--- config.mk ---
export PLATFORM = sky130hd
export DESIGN_NAME = brightness_to_dim_alpha
export DESIGN_NICKNAME = d
export VERILOG_FILES = /design/src/sv/bda_pkg.sv /design/src/sv/bda_div.sv /design/src/sv/bda_dpath.sv /design/src/sv/bda_ctrl.sv /design/src/sv/brightness_to_dim_alpha.sv
export SDC_FILE = /design/constraint.sdc
export NUM_CORES = 2
export LEC_CHECK = 0
export BUFFER_PORTS_ARGS = -buffer_cell sky130_fd_sc_hd__buf_2
export CAP_MARGIN = 20
export CORE_MARGIN = 3
export CORE_UTILIZATION = 29
export DETAILED_ROUTE_END_ITERATION = 10
export GPL_TIMING_DRIVEN = 0
export SLEW_MARGIN = 20
export SYNTH_ARGS = -nofsm -noshare
export SYNTH_HDL_FRONTEND = slang
export SYNTH_SLANG_ARGS = --single-unit
--- constraint.sdc ---
create_clock -name clk_i -period 5 [get_ports clk_i]
set_input_delay 0 -clock clk_i [delete_from_list [all_inputs] [get_ports clk_i]]
set_output_delay 0 -clock clk_i [all_outputs]
set_load 0.02 [all_outputs]
--- src/sv/bda_pkg.sv ---
`timescale 1ns / 1ps
// ----------------------------------------------------------------------------
// bda_pkg: shared types and tables for the brightness-to-dim-alpha block
// Holds the knot table, datapath widths and the controller/datapath
// command and status bundles.
// ----------------------------------------------------------------------------
package bda_pkg;

  // Knot table room and default number of knots in use
  localparam int KNOT_ROOM      = 64;
  localparam int KNOT_IDX_W     = 6;
  localparam int KNOT_COUNT_DEF = 20;

  // Widths of the scaled brightness, knot alpha and divider operands
  localparam int XW   = 10;
  localparam int AW   = 8;
  localparam int DVDW = 21;
  localparam int DVSW = 18;
  localparam int SUMW = 13;

  // Knot brightness, in scaled units 0..1023; unused knots read as 0
  function automatic logic [XW-1:0] knot_level(input logic [KNOT_IDX_W-1:0] idx);
    logic [XW-1:0] lv;
    unique case (idx)
      6'd0:    lv = 10'd0;
      6'd1:    lv = 10'd1;
      6'd2:    lv = 10'd2;
      6'd3:    lv = 10'd3;
      6'd4:    lv = 10'd4;
      6'd5:    lv = 10'd6;
      6'd6:    lv = 10'd10;
      6'd7:    lv = 10'd20;
      6'd8:    lv = 10'd30;
      6'd9:    lv = 10'd45;
      6'd10:   lv = 10'd70;
      6'd11:   lv = 10'd100;
      6'd12:   lv = 10'd150;
      6'd13:   lv = 10'd227;
      6'd14:   lv = 10'd300;
      6'd15:   lv = 10'd400;
      6'd16:   lv = 10'd500;
      6'd17:   lv = 10'd600;
      6'd18:   lv = 10'd800;
      6'd19:   lv = 10'd1023;
      default: lv = 10'd0;
    endcase
    return lv;
  endfunction

  // Knot alpha; unused knots read as 0
  function automatic logic [AW-1:0] knot_alpha(input logic [KNOT_IDX_W-1:0] idx);
    logic [AW-1:0] al;
    unique case (idx)
      6'd0:    al = 8'hff;
      6'd1:    al = 8'hee;
      6'd2:    al = 8'he8;
      6'd3:    al = 8'he6;
      6'd4:    al = 8'he5;
      6'd5:    al = 8'he4;
      6'd6:    al = 8'he0;
      6'd7:    al = 8'hd5;
      6'd8:    al = 8'hce;
      6'd9:    al = 8'hc6;
      6'd10:   al = 8'hb7;
      6'd11:   al = 8'had;
      6'd12:   al = 8'ha0;
      6'd13:   al = 8'h8a;
      6'd14:   al = 8'h80;
      6'd15:   al = 8'h6e;
      6'd16:   al = 8'h5b;
      6'd17:   al = 8'h50;
      6'd18:   al = 8'h38;
      6'd19:   al = 8'h18;
      default: al = 8'h00;
    endcase
    return al;
  endfunction

  // Controller to datapath commands
  typedef struct packed {
    logic load;
    logic step;
    logic take_first;
    logic take_last;
    logic bracket;
    logic calc;
    logic mult;
    logic bf_go;
    logic bf_take;
    logic sub_go;
    logic sub_take;
    logic sum;
    logic out_load;
  } bda_cmd_t;

  // Datapath to controller status
  typedef struct packed {
    logic hit;
    logic first;
    logic last;
    logic dy_zero;
    logic div_done;
  } bda_sts_t;

endpackage

--- src/sv/bda_div.sv ---
`timescale 1ns / 1ps
// ----------------------------------------------------------------------------
// bda_div: iterative unsigned divider
// Restoring division, one quotient bit per cycle.
// ----------------------------------------------------------------------------
module bda_div
  import bda_pkg::*;
(
  input  logic            clk_i,
  input  logic            rst_ni,
  input  logic            start_i,
  input  logic [DVDW-1:0] dividend_i,
  input  logic [DVSW-1:0] divisor_i,
  output logic            done_o,
  output logic [DVDW-1:0] quotient_o
);

  localparam int CntW = $clog2(DVDW);

  logic            busy_q, busy_d;
  logic            done_q, done_d;
  logic [CntW-1:0] cnt_q, cnt_d;
  logic [DVSW-1:0] rem_q, rem_d;
  logic [DVSW-1:0] dvs_q, dvs_d;
  logic [DVDW-1:0] quo_q, quo_d;
  logic [DVSW:0]   trial;
  logic            fits;

  // Shift in the next dividend bit and try a subtract
  assign trial = {rem_q, quo_q[DVDW-1]};
  assign fits  = trial >= {1'b0, dvs_q};

  always_comb begin
    busy_d = busy_q;
    done_d = 1'b0;
    cnt_d  = cnt_q;
    rem_d  = rem_q;
    dvs_d  = dvs_q;
    quo_d  = quo_q;
    if (start_i) begin
      busy_d = 1'b1;
      cnt_d  = CntW'(DVDW - 1);
      rem_d  = '0;
      dvs_d  = divisor_i;
      quo_d  = dividend_i;
    end else if (busy_q) begin
      rem_d = fits ? DVSW'(trial - {1'b0, dvs_q}) : trial[DVSW-1:0];
      quo_d = {quo_q[DVDW-2:0], fits};
      cnt_d = cnt_q - 1'b1;
      if (cnt_q == '0) begin
        busy_d = 1'b0;
        done_d = 1'b1;
      end
    end
  end

  always_ff @(posedge clk_i or negedge rst_ni) begin
    if (!rst_ni) begin
      busy_q <= 1'b0;
      done_q <= 1'b0;
      cnt_q  <= '0;
    end else begin
      busy_q <= busy_d;
      done_q <= done_d;
      cnt_q  <= cnt_d;
    end
  end

  // Hold operands and partial results
  always_ff @(posedge clk_i) begin
    rem_q <= rem_d;
    dvs_q <= dvs_d;
    quo_q <= quo_d;
  end

  assign done_o     = done_q;
  assign quotient_o = quo_q;

endmodule

--- src/sv/bda_dpath.sv ---
`timescale 1ns / 1ps
// ----------------------------------------------------------------------------
// bda_dpath: datapath of the brightness-to-dim-alpha block
// Scales the brightness, walks the knot table, forms the interpolation
// terms, runs both divisions on one shared divider and clamps the sum.
// ----------------------------------------------------------------------------
module bda_dpath
  import bda_pkg::*;
#(
  parameter int KNOT_COUNT = KNOT_COUNT_DEF
) (
  input  logic          clk_i,
  input  logic          rst_ni,
  input  bda_cmd_t      cmd_i,
  output bda_sts_t      sts_o,
  input  logic [AW-1:0] brightness_level_i,
  output logic [AW-1:0] dim_alpha_o
);

  localparam int IdxW = (KNOT_COUNT > 1) ? $clog2(KNOT_COUNT) : 1;
  localparam logic [IdxW-1:0] LastIdx = IdxW'(KNOT_COUNT - 1);

  logic [IdxW-1:0]        idx_q;
  logic [XW-1:0]          x_q;
  logic [XW-1:0]          xa_q, xb_q;
  logic [AW-1:0]          ya_q, yb_q;
  logic signed [AW:0]     dy_q;
  logic signed [XW:0]     dx_q, u_q, v_q, w_q;
  logic signed [19:0]     nbf_q, dsub_q;
  logic signed [21:0]     np_q;
  logic [DVDW-1:0]        bf_mag_q, sub_mag_q;
  logic                   bf_neg_q, sub_neg_q;
  logic [AW-1:0]          res_q, dim_alpha_q;

  logic [9:0]             b3;
  logic [1:0]             xfrac;
  logic [XW-1:0]          lv_cur, lv_prev;
  logic [KNOT_IDX_W-1:0]  idx_ext, idx_prev;
  logic signed [19:0]     nbf_prod, dsub_prod;
  logic signed [21:0]     np_prod;
  logic [19:0]            nbf_abs, dsub_abs;
  logic [21:0]            np_abs;
  logic [XW:0]            dx_abs;
  logic                   div_start;
  logic [DVDW-1:0]        div_dvd, div_quo;
  logic [DVSW-1:0]        div_dvs;
  logic                   div_done;
  logic [DVDW:0]          bf_inc;
  logic [SUMW-1:0]        half_mag, subt_mag;
  logic signed [SUMW-1:0] half_s, subt_s, sum_s;
  logic [AW-1:0]          clamp;

  // Scale b*1023/255 as 4b plus floor(3b/255)
  assign b3    = 10'({2'b00, brightness_level_i} + {1'b0, brightness_level_i, 1'b0});
  assign xfrac = 2'(b3 >= 10'd255) + 2'(b3 >= 10'd510) + 2'(b3 >= 10'd765);

  // Knot lookups at the search position and the one before it
  assign idx_ext  = KNOT_IDX_W'(idx_q);
  assign idx_prev = idx_ext - 1'b1;
  assign lv_cur   = knot_level(idx_ext);
  assign lv_prev  = knot_level(idx_prev);

  assign sts_o.hit      = lv_cur >= x_q;
  assign sts_o.first    = idx_q == '0;
  assign sts_o.last     = idx_q == LastIdx;
  assign sts_o.dy_zero  = dy_q == '0;
  assign sts_o.div_done = div_done;

  // Products of the interpolation terms; all stay well inside their widths
  assign nbf_prod  = 20'(dy_q * u_q) <<< 1;
  assign np_prod   = 22'(u_q * v_q) <<< 1;
  assign dsub_prod = 20'(dy_q * w_q);

  // Magnitudes fed to the unsigned divider
  assign nbf_abs  = nbf_q[19]  ? 20'(-nbf_q)  : nbf_q;
  assign np_abs   = np_q[21]   ? 22'(-np_q)   : np_q;
  assign dsub_abs = dsub_q[19] ? 20'(-dsub_q) : dsub_q;
  assign dx_abs   = dx_q[XW]   ? 11'(-dx_q)   : dx_q;

  assign div_start = cmd_i.bf_go | cmd_i.sub_go;
  assign div_dvd   = cmd_i.sub_go ? np_abs[DVDW-1:0] : DVDW'(nbf_abs);
  assign div_dvs   = cmd_i.sub_go ? dsub_abs[DVSW-1:0] : DVSW'(dx_abs);

  bda_div u_div (
    .clk_i      (clk_i),
    .rst_ni     (rst_ni),
    .start_i    (div_start),
    .dividend_i (div_dvd),
    .divisor_i  (div_dvs),
    .done_o     (div_done),
    .quotient_o (div_quo)
  );

  // Round bf/2 half away from zero, then add ya and the correction
  assign bf_inc   = {1'b0, bf_mag_q} + 1'b1;
  assign half_mag = SUMW'(bf_inc[DVDW:1]);
  assign subt_mag = SUMW'(sub_mag_q);
  assign half_s   = bf_neg_q ? -$signed(half_mag) : $signed(half_mag);
  assign subt_s   = sub_neg_q ? -$signed(subt_mag) : $signed(subt_mag);
  assign sum_s    = $signed({{(SUMW-AW){1'b0}}, ya_q}) + half_s + subt_s;

  always_comb begin
    priority if (sum_s < 0) begin
      clamp = '0;
    end else if (sum_s > 255) begin
      clamp = '1;
    end else begin
      clamp = sum_s[AW-1:0];
    end
  end

  // Search position
  always_ff @(posedge clk_i or negedge rst_ni) begin
    if (!rst_ni) begin
      idx_q <= '0;
    end else if (cmd_i.load) begin
      idx_q <= '0;
    end else if (cmd_i.step) begin
      idx_q <= idx_q + 1'b1;
    end
  end

  // Working registers
  always_ff @(posedge clk_i) begin
    if (cmd_i.load) begin
      x_q <= {brightness_level_i, 2'b00} + XW'(xfrac);
    end
    if (cmd_i.take_first) begin
      res_q <= knot_alpha('0);
    end
    if (cmd_i.take_last) begin
      res_q <= knot_alpha(KNOT_IDX_W'(LastIdx));
    end
    if (cmd_i.bracket) begin
      xa_q <= lv_prev;
      xb_q <= lv_cur;
      ya_q <= knot_alpha(idx_prev);
      yb_q <= knot_alpha(idx_ext);
    end
    if (cmd_i.calc) begin
      dy_q <= $signed({1'b0, yb_q}) - $signed({1'b0, ya_q});
      dx_q <= $signed({1'b0, xb_q}) - $signed({1'b0, xa_q});
      u_q  <= $signed({1'b0, x_q}) - $signed({1'b0, xa_q});
      v_q  <= $signed({1'b0, x_q}) - $signed({1'b0, xb_q});
      w_q  <= $signed({1'b0, xa_q}) - $signed({1'b0, xb_q});
    end
    if (cmd_i.mult) begin
      nbf_q     <= nbf_prod;
      np_q      <= np_prod;
      dsub_q    <= dsub_prod;
      sub_mag_q <= '0;
      sub_neg_q <= 1'b0;
    end
    if (cmd_i.bf_take) begin
      bf_mag_q <= div_quo;
      bf_neg_q <= nbf_q[19] ^ dx_q[XW];
    end
    if (cmd_i.sub_take) begin
      sub_mag_q <= div_quo;
      sub_neg_q <= np_q[21] ^ dsub_q[19];
    end
    if (cmd_i.sum) begin
      res_q <= clamp;
    end
    if (cmd_i.out_load) begin
      dim_alpha_q <= res_q;
    end
  end

  assign dim_alpha_o = dim_alpha_q;

endmodule

--- src/sv/bda_ctrl.sv ---
`timescale 1ns / 1ps
// ----------------------------------------------------------------------------
// bda_ctrl: controller of the brightness-to-dim-alpha block
// Sequences search, interpolation and division and owns both handshakes.
// ----------------------------------------------------------------------------
module bda_ctrl
  import bda_pkg::*;
(
  input  logic     clk_i,
  input  logic     rst_ni,
  input  logic     in_valid_i,
  output logic     in_ready_o,
  output logic     out_valid_o,
  input  logic     out_ready_i,
  output bda_cmd_t cmd_o,
  input  bda_sts_t sts_i
);

  localparam logic [3:0] S_IDLE     = 4'd0;
  localparam logic [3:0] S_SEARCH   = 4'd1;
  localparam logic [3:0] S_CALC     = 4'd2;
  localparam logic [3:0] S_MULT     = 4'd3;
  localparam logic [3:0] S_BF_GO    = 4'd4;
  localparam logic [3:0] S_BF_WAIT  = 4'd5;
  localparam logic [3:0] S_SUB_GO   = 4'd6;
  localparam logic [3:0] S_SUB_WAIT = 4'd7;
  localparam logic [3:0] S_SUM      = 4'd8;
  localparam logic [3:0] S_OUT      = 4'd9;

  logic [3:0] state_q, state_d;
  logic       out_valid_q, out_valid_d;

  // Next state and commands
  always_comb begin
    state_d     = state_q;
    cmd_o       = '0;
    out_valid_d = out_valid_q & ~out_ready_i;
    unique case (state_q)
      S_IDLE: begin
        if (in_valid_i) begin
          cmd_o.load = 1'b1;
          state_d    = S_SEARCH;
        end
      end
      S_SEARCH: begin
        if (sts_i.hit) begin
          if (sts_i.first) begin
            cmd_o.take_first = 1'b1;
            state_d          = S_OUT;
          end else begin
            cmd_o.bracket = 1'b1;
            state_d       = S_CALC;
          end
        end else if (sts_i.last) begin
          cmd_o.take_last = 1'b1;
          state_d         = S_OUT;
        end else begin
          cmd_o.step = 1'b1;
        end
      end
      S_CALC: begin
        cmd_o.calc = 1'b1;
        state_d    = S_MULT;
      end
      S_MULT: begin
        cmd_o.mult = 1'b1;
        state_d    = S_BF_GO;
      end
      S_BF_GO: begin
        cmd_o.bf_go = 1'b1;
        state_d     = S_BF_WAIT;
      end
      S_BF_WAIT: begin
        if (sts_i.div_done) begin
          cmd_o.bf_take = 1'b1;
          state_d       = sts_i.dy_zero ? S_SUM : S_SUB_GO;
        end
      end
      S_SUB_GO: begin
        cmd_o.sub_go = 1'b1;
        state_d      = S_SUB_WAIT;
      end
      S_SUB_WAIT: begin
        if (sts_i.div_done) begin
          cmd_o.sub_take = 1'b1;
          state_d        = S_SUM;
        end
      end
      S_SUM: begin
        cmd_o.sum = 1'b1;
        state_d   = S_OUT;
      end
      S_OUT: begin
        // Hand over once the output register is free
        if (!out_valid_q || out_ready_i) begin
          cmd_o.out_load = 1'b1;
          out_valid_d    = 1'b1;
          state_d        = S_IDLE;
        end
      end
      default: begin
        state_d = S_IDLE;
      end
    endcase
  end

  always_ff @(posedge clk_i or negedge rst_ni) begin
    if (!rst_ni) begin
      state_q     <= S_IDLE;
      out_valid_q <= 1'b0;
    end else begin
      state_q     <= state_d;
      out_valid_q <= out_valid_d;
    end
  end

  assign in_ready_o  = state_q == S_IDLE;
  assign out_valid_o = out_valid_q;

endmodule

--- src/sv/brightness_to_dim_alpha.sv ---
`timescale 1ns / 1ps
// ----------------------------------------------------------------------------
// brightness_to_dim_alpha: dimming overlay alpha from panel brightness
// Piecewise interpolation over a fixed knot table with a quadratic
// correction term, clamped to 0..255.
// ----------------------------------------------------------------------------
//   Channel | Handshake                 | Payload
//   --------+---------------------------+----------------------------
//   in      | in_valid_i / in_ready_o   | brightness_level_i [7:0]
//   out     | out_valid_o / out_ready_i | dim_alpha_o [7:0]
//
// One beat at a time. The knot search visits one knot per step (up to
// KNOT_COUNT knots); interpolation then runs one or two divisions on the
// shared divider (start, shift steps, done). A new beat is taken while the
// previous result still waits in the output register; a stalled output holds
// the next result back. Reset clears the control state; datapath working
// registers need no reset.
// ----------------------------------------------------------------------------
module brightness_to_dim_alpha
  import bda_pkg::*;
#(
  parameter int KNOT_COUNT = KNOT_COUNT_DEF
) (
  input  logic          clk_i,
  input  logic          rst_ni,
  input  logic          in_valid_i,
  output logic          in_ready_o,
  input  logic [AW-1:0] brightness_level_i,
  output logic          out_valid_o,
  input  logic          out_ready_i,
  output logic [AW-1:0] dim_alpha_o
);

  bda_cmd_t cmd;
  bda_sts_t sts;

  bda_ctrl u_ctrl (
    .clk_i       (clk_i),
    .rst_ni      (rst_ni),
    .in_valid_i  (in_valid_i),
    .in_ready_o  (in_ready_o),
    .out_valid_o (out_valid_o),
    .out_ready_i (out_ready_i),
    .cmd_o       (cmd),
    .sts_i       (sts)
  );

  bda_dpath #(
    .KNOT_COUNT (KNOT_COUNT)
  ) u_dpath (
    .clk_i              (clk_i),
    .rst_ni             (rst_ni),
    .cmd_i              (cmd),
    .sts_o              (sts),
    .brightness_level_i (brightness_level_i),
    .dim_alpha_o        (dim_alpha_o)
  );

endmodule

**After elaboration in Yosys (flattened, before gate mapping)**

Memories as Yosys holds them, arrays and structs flattened. A register that Yosys moved wholly into a read port is not among the register bits.
Cells that the tools add are included.

- Bits of input ports: 12
- Register bits: 252
- Memories: 4
- Word-level logic and storage cells: 155
- Bits in read-only memories: 1152

Memories:

| memory | depth | width | rd ports | clocked after Yosys merged registers in | write ports | RTL line | RTL |
|---|---|---|---|---|---|---|---|
| (name not given) | 32 | 10 | 1 | 1 | 0 | bda_pkg.sv:24 | `unique case (idx)` |
| (name not given) | 32 | 10 | 1 | 0 | 0 | bda_pkg.sv:24 |  |
| (name not given) | 32 | 8 | 1 | 1 | 0 | bda_pkg.sv:53 | `unique case (idx)` |
| (name not given) | 32 | 8 | 1 | 1 | 0 | bda_pkg.sv:53 |  |

- Add/subtract/negate cells: 22
- Equality and inequality tests: 15
- Mux-type cells: 62
- Bitwise gates (word level): 5
- $lt $le $gt $ge: 7
- Reductions and logical operators: 11
- Multipliers: 3

Operators by type and width:

| operator | number |
|---|---|
| two-way mux 21 bit | 4 |
| two-way mux 13 bit | 4 |
| subtractor 10 x 10 -> 11 bit | 4 |
| two-way mux 8 bit | 5 |
| one-hot mux 4 bit (10 select lines) | 1 |
| two-way mux 18 bit | 2 |
| two-way mux 4 bit | 9 |
| two-way mux 1 bit | 30 |
| negator 13 bit | 2 |
| two-way mux 11 bit | 2 |
| multiplier 11 x 11 -> 21 bit | 1 |
| negator 21 bit | 1 |
| multiplier 9 x 11 -> 20 bit | 1 |
| two-way mux 20 bit | 1 |
| two-way mux 5 bit | 4 |
| negator 20 bit | 1 |
| greater-or-equal comparator 19 x 18 -> 1 bit | 1 |
| multiplier 9 x 11 -> 19 bit | 1 |
| negator 18 bit | 1 |
| subtractor 18 bit | 1 |
| equality test 4 x 3 -> 1 bit (second input constant) | 4 |
| adder 14 x 1 -> 14 bit (second input constant) | 1 |
| adder 13 bit | 1 |
| adder 9 x 13 -> 13 bit | 1 |
| 34 further kinds | 42 |

**Longest topological paths before layout**

- Depth in word-level cells: 9
- Gate-level depth with buffers: 21

**Hierarchy**

From an unflattened synthesis, not the netlist that was laid out.

- Cell total of the unflattened synthesis: 2961
- Area, all modules: 29001.6 um2

Modules (own cells, without submodules):

| module | area an instance (um2) | times used | seq. area each (um2) | cells an instance |
|---|---|---|---|---|
| bda_dpath | 24811.3 | 1 | 6190.9 | 2541 |
| bda_div | 3726.1 | 1 | 1706.6 | 363 |
| bda_ctrl | 464.2 | 1 | 125.1 | 57 |

**Least setup slack after synthesis**

Ideal clock, no wire load.

- Path kind: reg-to-reg
- From: reg u_dpath.u_q[10]
- To: reg u_dpath.np_q[21], data pin
- Stages on the path, launching flop included: 19
- Library setup time: 0.260 ns
- Data required time: 4.740 ns
- Clock period less this slack: 5.293 ns
- Arrival: 5.033 ns
- Setup slack: -0.293 ns
- Cell sequence: edfxtp_1 > clkbuf_1 > clkbuf_1 > nand2_1 > inv_1 > fa_1 > inv_1 > fa_1 > inv_1 > fa_1 > fa_1 > fa_1 > ha_1 > or2_2 > a21oi_1 > a31oi_1 > a221oi_1 > o21bai_1 > xnor2_1

- Cells in the longest elaborated chain, start to end: 1

Ends and longest elaborated chain:

| element | RTL line | RTL |
|---|---|---|
| start, declared | bda_dpath.sv:28 | `logic signed [XW:0] dx_q, u_q, v_q, w_q;` |
| start signal, assigned | bda_dpath.sv:143 | `u_q <= $signed({1'b0, x_q}) - $signed({1'b0, xa_q});` |
| multiplier 11 x 11 -> 21 bit | bda_dpath.sv:71 | `assign np_prod = 22'(u_q * v_q) <<< 1;` |
| via u_dpath.np_prod[21] | bda_dpath.sv:40 | `logic signed [21:0] np_prod;` |
| end signal, assigned | bda_dpath.sv:149 | `np_q <= np_prod;` |
| end, declared | bda_dpath.sv:30 | `logic signed [21:0] np_q;` |

The timed path passes the listed nets, and every way through them passes these cells.
A chain may end at the register's enable or synchronous reset.

**Final worst setup path**

Same ends and word-level chain as after synthesis.

==> run summary <==
Kind of cell adding the most delay to the critical path: adder cells. TritonCTS built the clock tree. The sum of overflow across all layers after global routing is 0, and the CTS buffer count is 30.

The run gives 3,457 as the number of nets in the synthesized netlist. Commonest non-fill, non-tap cell in the layout: inv_1. The run gives 21,000 as the via count of the first global-routing pass.

The async set-or-reset flop fraction in the synthesized netlist came out at 0.0616. The I/O pin total came out at 22. The synthesis-to-layout area growth was 19.1%.

The synthesis warning total came out at 0. The number of flops mapped to enable cells by yosys came out at 241. Across the VDD grid, the largest voltage drop is 322 uV. The area of the die was 102,000 sq um; the slew at the pin closest to its max-slew limit was 0.920 ns.

The largest individual stage delay along the critical path comes from the cell fa_2. The count of mapped cells out of synthesis is 2,894. For the worst flop-to-flop path, the logic depth is 18. End of the worst register-to-register path: u_dpath.np_q[21]. The checks that failed: setup timing. In this run the worst path has a maximum fanout of 6. After synthesis the netlist holds a flip-flop and latch count of 276.

The largest single stage delay on the critical path is 0.60 ns. The worst-case setup margin in the final layout is -0.233 ns. The most repeated library cell on the critical path is fa_1.

Subtracting the final worst setup slack from the clock period gives 5.23 ns. Setup violations remaining at the end of the flow were counted as 5. The fraction of layout instances using a drive strength above 1 came out at 0.135. The internal power of the cells totals 0.00912 W. The sequential cell fraction of total power came out at 0.237.

The setup check on the worst reg-to-reg path leaves a slack of -0.23 ns. For the number of design rule violations left after detail routing, the log shows 0. For this design the static power due to leakage is 14.5 nW. The estimated wirelength of the detail-placed design is 56,700 um. The average wire per cell in the routed design is 17.0 um. Entering global routing, the biggest net connects 60 pins.

For the final routed database, the setup TNS stands at -0.657 ns. The detail route stage leaves a number of antenna-violating nets equal to 0. Sorting the synthesized cells by area gives the leading types as edfxtp_1 (25%), fa_1 (21%), ha_1 (11%). STA classifies the critical path endpoint as a flip-flop. The tools report the max-slew headroom at the worst pin as 0.385. The path class of the tightest hold or removal check is input pin to flip-flop. The initial cell density of the core is 0.293. At the worst endpoint, the required time is 5.35 ns.

The run gives 5.59 ns as the arrival time at the worst endpoint. The maximum clock rate was 0.191 GHz; the share of Yosys cell area claimed by the top area cell type was 0.255. The cell area that synthesis handed to floorplanning was 28,400 sq um. The number of H-tree levels came out at 1. The final count of pins violating max slew is 0, and the number of antenna violations at the first check in global routing is 0. The startpoint identified for the worst register-to-register timing path is u_dpath.u_q[10]. The portion of total power attributed to the clock network was 0.154; the power density of the placed cells was 468 nW/um^2. The analysis attributes to net switching a power of 0.00671 W.

In this run the core area contains 114 standard-cell rows. The signal on the critical path passes through buf_8, clkbuf_16, nand2_8, inv_4, fa_2, inv_2, fa_1, inv_2, fa_1, fa_1, fa_2, ha_4, or2_4, a21oi_4, a31oi_4, a221oi_2, o21bai_1, xnor2_2. The later pin in the worst-skew pair is clocked with a latency of 0.58 ns. The die is 319 um tall. The TritonCTS sink count is 276, and the post-route clock period utilization is 1.05. The first global-routing pass estimated 118,000 um of wire. After the first detailed-routing iteration, the DRC count stood at 1,676. The tools report the fraction of power consumed by combinational cells as 0.609. The biggest area contributor in the post-synthesis netlist is edfxtp_1. The run gives 0.282 as the part of the Yosys area used for sequential elements. Among all flip-flop cells after synthesis, the most frequent one is edfxtp_1. The library cells used most frequently in the layout, excluding fill and tap cells, are inv_1 (383), fa_1 (278), nand2_1 (273). The flow ran to the end, but the final reports show violations.

For hold timing, the worst endpoint is u_ctrl.out_valid_o. The run gives 4,360 as the final cell count without fillers. Setup repair after global routing could not meet its margin everywhere. No sink is reached through more buffers than the 3 on the longest clock path. The tool flagged a number of max-cap violations equal to 0.

The global router's overall resource usage was 0.144; the final weighted congestion in routability-driven placement was 0.882. The wire length after detailed routing was 74,300 um; the mean number of vias per cell was 4.79. Number of buffer and inverter instances along the worst setup path: 5. Counting tap cells, the placed design contains a total of 4,194 instances.

The floorplan step defined a core boundary enclosing 96,900 sq um. The critical path class is flip-flop to flip-flop. The clock slew at the register clock pins of the worst setup and hold paths was 0.07 ns. In this run the most critical hold path is launched from out_ready_i. Along the worst hold path, the cell count comes to 3. For this run, the post-layout net count is 3,621. The synthesized area divided by synthesized cell count was 9.82 sq um; the number of hold-slack violations in the final timing report was 0. The floorplan step set the die width to 319 um. Clock tree synthesis selected as its root buffer the cell clkbuf_16. In this run, distinct cell masters in the synthesized netlist total 81. The number of I/O port buffers came out at 21. Switching share of total power: 0.424. The number of iterations in the first detailed-routing pass was 6.

On the final layout, the worst clock skew is 0.0285 ns. Via count: 20,900. The worst setup path is launched from a flip-flop.
[worst max-delay path by stage]
stage	start	end	slack [ns]	depth (start not counted)
5_1_grt	u_dpath.u_q[10]	u_dpath.np_q[21]	-0.33	18
4_1_cts	u_dpath.u_q[10]	u_dpath.np_q[21]	-0.22	18
3_3_place_gp	u_dpath.idx_q[1]	u_dpath.xb_q[9]	-1.23	15
3_5_place_dp	u_dpath.u_q[4]	u_dpath.np_q[21]	-0.95	17
6_report	u_dpath.u_q[10]	u_dpath.np_q[21]	-0.23	18
2_1_floorplan	u_dpath.u_q[0]	u_dpath.np_q[21]	-0.06	17
[registers in the layout (all words and copies together) (netlist names), 8 cells and up]
register                  count
u_dpath.bf_mag_q             14
u_dpath.dim_alpha_o           8
u_dpath.dsub_q               19
u_dpath.dx_q                 10
u_dpath.dy_q                  9
u_dpath.nbf_q                19
u_dpath.np_q                 21
u_dpath.res_q                 8
u_dpath.sub_mag_q            13
u_dpath.u_div.dvs_q          18
u_dpath.u_div.quotient_o     21
u_dpath.u_div.rem_q          18
u_dpath.u_q                  11
u_dpath.v_q                  11
u_dpath.w_q                  11
u_dpath.x_q                  10
u_dpath.xa_q                 10
u_dpath.xb_q                 10
u_dpath.ya_q                  8
u_dpath.yb_q                  8
[layer usage]
| metal | track usage | vias to the layer above | part of all wire |
|---|---|---|---|
| met5 | 0 | - | 0 |
| met4 | 0.0334 | 0 | 0.024 |
| met1 | 0.206 | 10300 | 0.47 |
| met3 | 0.0122 | 99 | 0.046 |
| li1 | - | 9957 | - |
| met2 | 0.238 | 528 | 0.46 |
[worst register-to-register path: stages (launching register included)]
cell,delay (ns)
edfxtp_1,0.48
buf_8,0.18
clkbuf_16,0.15
nand2_8,0.06
inv_4,0.04
fa_2,0.57
inv_2,0.06
fa_1,0.49
inv_2,0.04
fa_1,0.49
fa_1,0.51
fa_2,0.60
ha_4,0.22
or2_4,0.26
a21oi_4,0.15
a31oi_4,0.06
a221oi_2,0.26
o21bai_1,0.13
xnor2_2,0.27
[synthesized netlist by cell type (12+ instances only)]
cell type	number
inv_1	395
o21a_1	12
mux2i_1	18
a21o_1	53
and2_1	156
o21ai_0	109
and3_1	26
o31ai_1	31
nand2_1	287
o22ai_1	14
edfxtp_1	241
nor3_1	47
ha_1	256
nand3_1	33
xnor2_1	142
dfrtp_1	17
a31oi_1	21
nor2b_1	28
a21oi_1	109
clkbuf_1	107
nand2b_1	50
xor2_1	80
o21ai_1	29
dfxtp_1	18
fa_1	295
nor2_1	131
[kinds of logic (layout without fill, tap and decap cells)]
| group | Yosys count | after routing | share of synthesized area |
|---|---|---|---|
| simple gates | 821 | 821 | 0.142 |
| fa+ha+maj | 551 | 551 | 0.321 |
| buf+inv | 522 | 710 | 0.0696 |
| compound gates | 479 | 479 | 0.108 |
| flops | 276 | 276 | 0.282 |
| xor+xnor | 223 | 223 | 0.0692 |
| mux | 22 | 22 | 0.00793 |
| other cells | 0 | 2 | 0 |
[stage by stage]
stage	cell area (sq um)	utilization	worst slack (ns)	hold WS [ns]	power (W)
after floorplan	28500	-	-0.0642	-0.296	0.00960
after global placement	30200	0.311	-1.23	0.0127	0.0116
after detailed placement	30200	0.312	-0.950	0.0143	0.0117
after CTS	33100	0.341	-0.218	0.125	0.0151
after global routing	33800	0.349	-0.327	0.169	0.0170
final	33800	0.349	-0.233	0.150	0.0158
[power groups by stage]
stage               Clock [W]  Sequential, W  Combinational, W
detailed placement          0        0.00380           0.00787
floorplan                   0        0.00366           0.00594
global route          0.00258        0.00380            0.0106
CTS                   0.00249        0.00375           0.00885
finish                0.00244        0.00376           0.00964
global placement            0        0.00380           0.00780
[repair_timing]
action	4_1_cts	5_1_grt
cloned	0	0
buffers inserted	87	18
hold endpoints to repair	36	0
gates resized for setup	221	114
endpoints found under the setup margin	85	61
pin swaps	73	87
hold buffers	13	0
[final cells by class]
type	count	area [sq um]
diodes	2	5.00
plain buffers	113	883
clock buffers	34	787
clock inverters	22	300
fillers	9577	63000
inverters	399	1510
multi-input cells	2096	19500
flip-flops and latches	276	8020
well taps	1276	1600
repair buffers	142	1200
Power figures use the tool's default switching activity.
